**src/rtl/kce_pkg.sv**
```systemverilog
// Shared types, constants and command/status structures for the k-means engine.
package kce_pkg;

  localparam int unsigned MaxPoints   = 1024;
  localparam int unsigned PtIdxW      = 10;
  localparam int unsigned CountW      = 11;
  localparam int unsigned CoordW      = 16;
  localparam int unsigned FixW        = 24;
  localparam int unsigned SumW        = 26;
  localparam int unsigned NumClusters = 4;
  localparam int unsigned ClIdxW      = 2;

  // Configuration register indexes
  localparam logic [2:0] RegIter  = 3'd0;
  localparam logic [2:0] RegClus  = 3'd1;
  localparam logic [2:0] RegSeedA = 3'd2;
  localparam logic [2:0] RegSeedB = 3'd3;
  localparam logic [2:0] RegSeedC = 3'd4;
  localparam logic [2:0] RegSeedD = 3'd5;

  localparam logic OpLoad = 1'b0;
  localparam logic OpRead = 1'b1;

  localparam logic KindCentroid = 1'b0;
  localparam logic KindLabel    = 1'b1;

  typedef enum logic [3:0] {
    StIdle,
    StReadWait,
    StSeedRd,
    StSeedWr,
    StClear,
    StAssign,
    StDrain,
    StDivStart,
    StDivRun,
    StDivNext,
    StReport,
    StLabelOut
  } state_e;

  // Commands from the controller to the datapath
  typedef struct packed {
    logic                store_pt;
    logic                new_set;
    logic                mem_rd;
    logic [PtIdxW-1:0]   rd_addr;
    logic                seed_wr;
    logic [ClIdxW-1:0]   clus;
    logic                clr_acc;
    logic                assign_en;
    logic                div_start;
    logic                div_wr;
    logic                lbl_rd;
  } cmd_t;

  // Status from the datapath to the controller
  typedef struct packed {
    logic [CountW-1:0]   loaded;
    logic                div_busy;
  } stat_t;

endpackage

```
**src/rtl/kce_ctrl.sv**
```systemverilog
// Sequencer: load, seeding, assignment passes, centroid update and reporting.
module kce_ctrl import kce_pkg::*; (
  input  logic              clk_i,
  input  logic              rst_ni,
  input  logic              in_fire_i,
  input  logic              op_i,
  input  logic              fin_i,
  input  logic [PtIdxW-1:0] pidx_i,
  input  logic              out_ready_i,
  input  logic [7:0]        iter_i,
  input  logic [2:0]        nclus_i,
  input  logic [4*PtIdxW-1:0] seeds_i,
  input  stat_t             stat_i,
  output cmd_t              cmd_o,
  output logic              in_ready_o,
  output logic              out_valid_o,
  output logic              out_kind_o,
  output logic              out_last_o
);

  state_e state_q, state_d;
  logic              closed_q, closed_d;
  logic [CountW-1:0] idx_q, idx_d;
  logic [ClIdxW-1:0] k_q, k_d;
  logic [7:0]        rnd_q, rnd_d;
  logic [2:0]        nclus_q, nclus_d;
  logic [PtIdxW-1:0] ridx_q, ridx_d;
  logic [2:0]        dly_q, dly_d;
  logic              half_q, half_d;

  logic [PtIdxW-1:0] seed;
  logic [CountW-1:0] n;

  assign n    = stat_i.loaded;
  always_comb begin
    seed = seeds_i[k_q*PtIdxW +: PtIdxW];
    if ({1'b0, seed} >= n) seed = PtIdxW'(n - CountW'(1));
  end

  // Next state
  always_comb begin
    state_d = state_q;
    closed_d = closed_q;
    idx_d = idx_q;
    k_d = k_q;
    rnd_d = rnd_q;
    nclus_d = nclus_q;
    ridx_d = ridx_q;
    dly_d = dly_q;
    half_d = half_q;
    case (state_q)
      StIdle: begin
        if (in_fire_i) begin
          if (op_i == OpRead) begin
            ridx_d  = pidx_i;
            state_d = StReadWait;
          end else begin
            closed_d = 1'b0;
            if (fin_i) begin
              nclus_d = (nclus_i == 3'd0) ? 3'd1 : (nclus_i > 3'd4) ? 3'd4 : nclus_i;
              rnd_d   = (iter_i == 8'd0) ? 8'd1 : iter_i;
              k_d     = '0;
              state_d = StSeedRd;
            end
          end
        end
      end
      StReadWait: state_d = StLabelOut;
      StLabelOut: if (out_ready_i) state_d = StIdle;
      StSeedRd: state_d = StSeedWr;
      StSeedWr: begin
        if ({1'b0, k_q} == nclus_q - 3'd1) begin
          state_d = StClear;
        end else begin
          k_d = k_q + ClIdxW'(1);
          state_d = StSeedRd;
        end
      end
      StClear: begin
        idx_d = '0;
        state_d = StAssign;
      end
      StAssign: begin
        idx_d = idx_q + CountW'(1);
        if (idx_q == n - CountW'(1)) begin
          dly_d = 3'd4;
          state_d = StDrain;
        end
      end
      StDrain: begin
        dly_d = dly_q - 3'd1;
        if (dly_q == 3'd1) begin
          k_d = '0;
          half_d = 1'b0;
          state_d = StDivStart;
        end
      end
      StDivStart: state_d = StDivRun;
      StDivRun: if (!stat_i.div_busy) state_d = StDivNext;
      StDivNext: begin
        half_d = ~half_q;
        if (!half_q) begin
          state_d = StDivStart;
        end else if ({1'b0, k_q} == nclus_q - 3'd1) begin
          rnd_d = rnd_q - 8'd1;
          k_d = '0;
          state_d = (rnd_q == 8'd1) ? StReport : StClear;
        end else begin
          k_d = k_q + ClIdxW'(1);
          state_d = StDivStart;
        end
      end
      StReport: begin
        if (out_ready_i) begin
          if ({1'b0, k_q} == nclus_q - 3'd1) begin
            closed_d = 1'b1;
            state_d = StIdle;
          end else begin
            k_d = k_q + ClIdxW'(1);
          end
        end
      end
      default: state_d = StIdle;
    endcase
  end

  // Outputs
  always_comb begin
    cmd_o = '0;
    in_ready_o = 1'b0;
    out_valid_o = 1'b0;
    out_kind_o = KindCentroid;
    out_last_o = 1'b0;
    cmd_o.clus = k_q;
    cmd_o.rd_addr = idx_q[PtIdxW-1:0];
    case (state_q)
      StIdle: begin
        in_ready_o = 1'b1;
        cmd_o.rd_addr = pidx_i;
        cmd_o.store_pt = in_fire_i && (op_i == OpLoad);
        cmd_o.new_set = closed_q;
      end
      StReadWait: begin
        cmd_o.rd_addr = ridx_q;
        cmd_o.lbl_rd = 1'b1;
      end
      StLabelOut: begin
        out_valid_o = 1'b1;
        out_kind_o = KindLabel;
        out_last_o = 1'b1;
      end
      StSeedRd: begin
        cmd_o.rd_addr = seed;
        cmd_o.mem_rd = 1'b1;
      end
      StSeedWr: cmd_o.seed_wr = 1'b1;
      StClear: cmd_o.clr_acc = 1'b1;
      StAssign: begin
        cmd_o.mem_rd = 1'b1;
        cmd_o.assign_en = 1'b1;
      end
      StDivStart: cmd_o.div_start = 1'b1;
      StDivNext: cmd_o.div_wr = 1'b1;
      StReport: begin
        out_valid_o = 1'b1;
        out_last_o = ({1'b0, k_q} == nclus_q - 3'd1);
      end
      default: ;
    endcase
  end

  always_ff @(posedge clk_i or negedge rst_ni) begin
    if (!rst_ni) begin
      state_q <= StIdle;
      closed_q <= 1'b0;
      idx_q <= '0;
      k_q <= '0;
      rnd_q <= '0;
      nclus_q <= 3'd1;
      ridx_q <= '0;
      dly_q <= '0;
      half_q <= 1'b0;
    end else begin
      state_q <= state_d;
      closed_q <= closed_d;
      idx_q <= idx_d;
      k_q <= k_d;
      rnd_q <= rnd_d;
      nclus_q <= nclus_d;
      ridx_q <= ridx_d;
      dly_q <= dly_d;
      half_q <= half_d;
    end
  end

  // Assertions
  a_cnt_range: assert property (@(posedge clk_i) disable iff (!rst_ni)
    nclus_q >= 3'd1 && nclus_q <= 3'd4) else $error("cluster count out of range");
  a_assign_bound: assert property (@(posedge clk_i) disable iff (!rst_ni)
    state_q == StAssign |-> idx_q < n) else $error("assign index past loaded count");
  a_ready_idle: assert property (@(posedge clk_i) disable iff (!rst_ni)
    in_ready_o |-> !out_valid_o) else $error("accepting while result pending");

endmodule
```
**config.mk**
```make
export PLATFORM = sky130hd
export DESIGN_NAME = kce_ctrl
export DESIGN_NICKNAME = d
export VERILOG_FILES = /design/src/rtl/kce_pkg.sv /design/src/rtl/kce_ctrl.sv
export SDC_FILE = /design/constraint.sdc
export NUM_CORES = 1
export LEC_CHECK = 0
export BUFFER_PORTS_ARGS = -buffer_cell sky130_fd_sc_hd__buf_2
export CAP_MARGIN = 10
export CORE_ASPECT_RATIO = 1.4
export CORE_UTILIZATION = 45
export CTS_BUF_LIST = sky130_fd_sc_hd__clkbuf_16
export DETAILED_ROUTE_END_ITERATION = 8
export PLACE_DENSITY = 0.81
export SETUP_SLACK_MARGIN = 0.1
export SYNTH_ARGS = -nofsm -noshare
export SYNTH_HDL_FRONTEND = slang
export SYNTH_SLANG_ARGS = --single-unit
```
**constraint.sdc**
```tcl
create_clock -name clk_i -period 3.1 [get_ports clk_i]
set_input_delay 0.62 -clock clk_i [delete_from_list [all_inputs] [get_ports clk_i]]
set_output_delay 0.62 -clock clk_i [all_outputs]
set_load 0.01 [all_outputs]
```
# Word level (Yosys, flattened, before mapping)

Cells that the tools add are included.

Bits in registers: 43
Logic and storage cells: 124

Add/sub/neg operators: 6
Multiply operators: 1
$lt $le $gt $ge: 2
Eq/ne operators: 27
Shift-type cells: 1
Muxes and demuxes: 56
Bitwise gates (word level): 2
Reduce and logical (&&, ||, !) cells: 20

Operator list:

| cell                                                                   | number |
|---|---|
| 4-bit two-way mux                                                      | 12 |
| 8-bit two-way mux                                                      | 6 |
| 4-bit one-hot mux with 12 select lines                                 | 1 |
| 40-bit by 7-bit variable part select with 10-bit output                | 1 |
| 10-bit one-hot mux with 3 select lines                                 | 1 |
| 2-bit inequality test (second input constant)                          | 11 |
| 11-bit one-hot mux with 2 select lines                                 | 1 |
| 2-bit two-way mux                                                      | 9 |
| 4-bit by 3-bit equality test with 1-bit output (second input constant) | 4 |
| 4-bit equality test (second input constant)                            | 4 |
| 8-bit one-hot mux with 2 select lines                                  | 1 |
| 1-bit two-way mux                                                      | 15 |
| 3-bit two-way mux                                                      | 4 |
| 11-bit by 1-bit adder with 11-bit output (second input constant)       | 1 |
| 11-bit equality test                                                   | 1 |
| 10-bit by 11-bit greater-or-equal comparator with 1-bit output         | 1 |
| 11-bit by 1-bit subtractor with 11-bit output (second input constant)  | 1 |
| 10-bit two-way mux                                                     | 1 |
| 2-bit one-hot mux with 5 select lines                                  | 1 |
| 2-bit nonzero test                                                     | 5 |
| 4-bit by 2-bit equality test with 1-bit output (second input constant) | 2 |
| 8-bit by 1-bit equality test with 1-bit output (second input constant) | 1 |
| 8-bit logical NOT                                                      | 1 |
| 8-bit AND reduction                                                    | 1 |
| other kinds (23)                                                       | 29 |

# Depth between registers and ports, before layout

Depth in word-level cells: 6
Depth in mapped cells: 12

# Worst setup path after synthesis

No wires, ideal clock.

Kind: reg-to-output
Start point: reg k_q[0]
End point: out cmd_o[11] (netlist bit)
Arrival time: 2.946 ns
Slack: -0.466 ns
Stages on the path, launching flop included: 13
Cells stage by stage: dfrtp_1 > buf_2 > buf_2 > mux4_2 > inv_1 > ha_1 > nand2b_1 > a211oi_1 > o221ai_1 > a21oi_1 > buf_2 > mux2i_1 > o21ai_0

RTL lines:

| what                   | RTL line        | text |
|---|---|---|
| from (decl)            | kce_ctrl.sv:24  | `logic [ClIdxW-1:0] k_q, k_d;` |
| from (signal assigned) | kce_ctrl.sv:187 | `k_q <= k_d;` |
| to (decl)              | kce_ctrl.sv:14  | `output cmd_t cmd_o,` |

==> key figures <==
Route
  – Drt first pass iters: 6
  – DRT Wirelength: 12,200 um
  – 1st-iter DRT viols: 365
  – WL/cell: 18.1 um
  – Via/cell ratio: 6.08
  – Number of remaining DRC errors: 0
  – Vias: 4,115
  – ANT nets after route: 0

Place
  – Pre-CTS setup slack: -0.338 ns
  – Hpwl dp: 9020 um
  – Placed insts: 662
  – Port Buffer Count: 103
  – GPL Wtd Cong: 0.912

Global routing
  – Vias in the first global route: 4,060
  – GR Layer Usage met1: 0.319
  – Global-route wire length before repair: 19,100 um
  – Largest net degree at the start of global routing: 44
  – Met3 GRT Util: 0.0366
  – Grt total ovfl: 0
  – GR Util met2: 0.488
  – GR Util All Layers: 0.273
  – Grt peak-use layer: met2
  – Initial antenna violation count: 0

Clocking
  – TritonCTS Buffers: 5
  – Reg clk slew, reported paths: 0.06 ns
  – Deepest clock path buffer count: 2
  – CTS tree: built
  – Post-CTS Hold Buffers: 0
  – Clk root buf: clkbuf_16
  – Htree depth: 2
  – CTS Sinks: 43
  – Worst-skew pair later-pin latency: 0.28 ns

STA
  – Setup Total Neg Slack: -4.37 ns
  – Setup repair after global routing missed its margin: true
  – Post-route minimum period: 3.58 ns
  – Hold violation total from the final report: 0
  – Slew Limit Headroom: 0.341
  – Final-report setup violation count: 10
  – Final Skew: 0.00675 ns
  – Final setup margin: -0.479 ns
  – Max Freq: 0.279 GHz
  – Worst Tran Pin Value: 0.989 ns
  – Final Max Tran Viols: 0
  – Fin crit share: 1.15

Final layout
  – Layout area overhead: 27.4%
  – Layout Cells excl Fill: 677
  – # diodes: 0
  – # fillers: 736
  – Nets: 670
  – Share of cells above drive strength 1: 0.332

Yosys
  – Area leader, netlist: dfrtp_1
  – Count leader, synth: nand2_1
  – Synth Area per Inst: 8.43 um2
  – Ys async rst share: 1.00
  – Post-synthesis cell area: 0.00391 mm2
  – Primary FF master, synth: dfrtp_1
  – Synth top area share: 0.269
  – Synth Net Count: 560
  – Seq cells post-synth: 43
  – Top post-synthesis cells by area: dfrtp_1, o21ai_0, mux4_2
  – Post-Synthesis Cells: 464
  – Commonest cells in the synthesized netlist: nand2_1, o21ai_0, dfrtp_1
  – Register area share after synthesis: 0.275
  – Yosys warning count: 0
  – Post-synthesis cell type count: 66
  – EDFF count, synth: 0

Critical path
  – CP Depth: 12
  – CP cell instances: buf_12, mux4_2, inv_2, ha_4, nand2b_4, a211oi_2, o221ai_2, a21oi_2, buf_6, mux2i_1, o21ai_1, buf_2
  – FF-to-FF path depth: 8
  – Crit Path Class: flop to output port
  – Buf+Inv Stages, Crit Path: 4
  – Crit Path Max Fanout: 8
  – Max incr delay on CP: 0.53 ns
  – Critical path launch point type: flop
  – Worst EP arrival: 2.96 ns
  – Slowest stage cell on the critical path: mux4_2
  – Family with the most delay on the worst path: multiplexers
  – Crit end category: output port
  – CP Data Required Time: 2.48 ns

Floorplan
  – Die area: 0.00907 mm2
  – Row count: 39
  – Initial Utilization: 0.471
  – Ports: 104
  – Die W: 80.8 um
  – Die Span Y: 112 um
  – Core Region: 0.00830 mm2

Power
  – Peak supply drop: 0.563 mV
  – Final Total Pwr: 0.00414 W
  – Power Density: 830 mW/mm2
  – LEAKAGE: 2.32 nW

Worst hold path
  – Hold depth: 2
  – Hold Path Class: flop to flop

Status
  – Status: complete, but fails checks
  – Failing checks: negative setup slack

Run
  – Total of max-cap violations: 0
-- sequential cells by signal, summed over array words and instances, names as in the netlist --
name	flops
rnd_q	8
idx_q	11
closed_q	1
nclus_q	3
k_q	2
ridx_q	10
state_q	4
dly_q	3
half_q	1
-- worst register-to-register path: stages (launching register included) --
cell and delay (ns):
dfrtp_1 0.36, buf_4 0.35, nand2b_1 0.33, nand2b_1 0.42, clkinv_1 0.15, buf_4 0.22, a221oi_1 0.33, or2_2 0.18
a2bb2oi_2 0.05
-- path summary, 6_finish.rpt --
| path | start | to | slack (ns) |
|---|---|---|---|
| worst max-delay path | k_q[0] | cmd_o[17] | -0.48 |
| worst min-delay path | nclus_q[1] | nclus_q[1] | 0.48 |
| worst max register to register | state_q[1] | state_q[1] | 0.60 |
| worst min register to register | nclus_q[1] | nclus_q[1] | 0.48 |
| max in group asynchronous | rst_ni | k_q[0] | 1.94 |
| min in group asynchronous | rst_ni | nclus_q[2] | 0.50 |
-- per-layer routing --
layer | up-vias | share of wire | wire, um
li1 | 1922 | - | -
met1 | 1967 | 0.38 | 4690
met5 | - | 0 | 0
met2 | 192 | 0.53 | 6440
met4 | 0 | 0.036 | 446
met3 | 34 | 0.054 | 664
-- metrics by stage --
step                      cell area [um2]  hold WS [ns]   util
after floorplan                      3930         0.324      -
after global placement               4600         0.468  0.554
after detailed placement             4600         0.470  0.554
after CTS                            4920         0.484  0.593
after global routing                 4980         0.520  0.601
final                                4980         0.484  0.601
-- cell usage in the layout (no fill, tap or decap), types with 15 or more instances in the layout --
cell,n
inv_1,28
o21ai_0,37
dfrtp_1,41
buf_2,103
nand2_1,55
buf_4,26
mux2i_1,15
nor2_1,31
a21oi_1,26
xnor2_1,17
-- kinds of logic after synthesis --
group | count (synthesis) | share of synthesized area
fa+ha+maj | 17 | 0.0544
xor+xnor | 25 | 0.0598
buf+inv | 59 | 0.0653
flops | 43 | 0.275
simple gates | 155 | 0.199
compound gates | 128 | 0.216
mux | 37 | 0.131
-- layout make-up --
class                   instances  area [um2]  share of cell area
clock buffers                   5         125              0.0251
clock inverters                 3        37.5             0.00753
inverters                      28         105              0.0211
multi-input cells             362        2710               0.544
flip-flops and latches         43        1080               0.216
well taps                     102         128              0.0256
repair buffers                134         801               0.161
-- power by group --
part           switching [W]  internal (W)
Sequential          0.000218      0.000784
Clock               0.000209      0.000374
Combinational        0.00140       0.00116
Total                0.00182       0.00232
-- what timing repair did --
item	CTS	global route
setup endpoints to repair	10	10
cloned	1	0
resized for setup	12	9
buffers inserted	6	0
pin swaps	5	6
(Power assumes the default switching activity.)
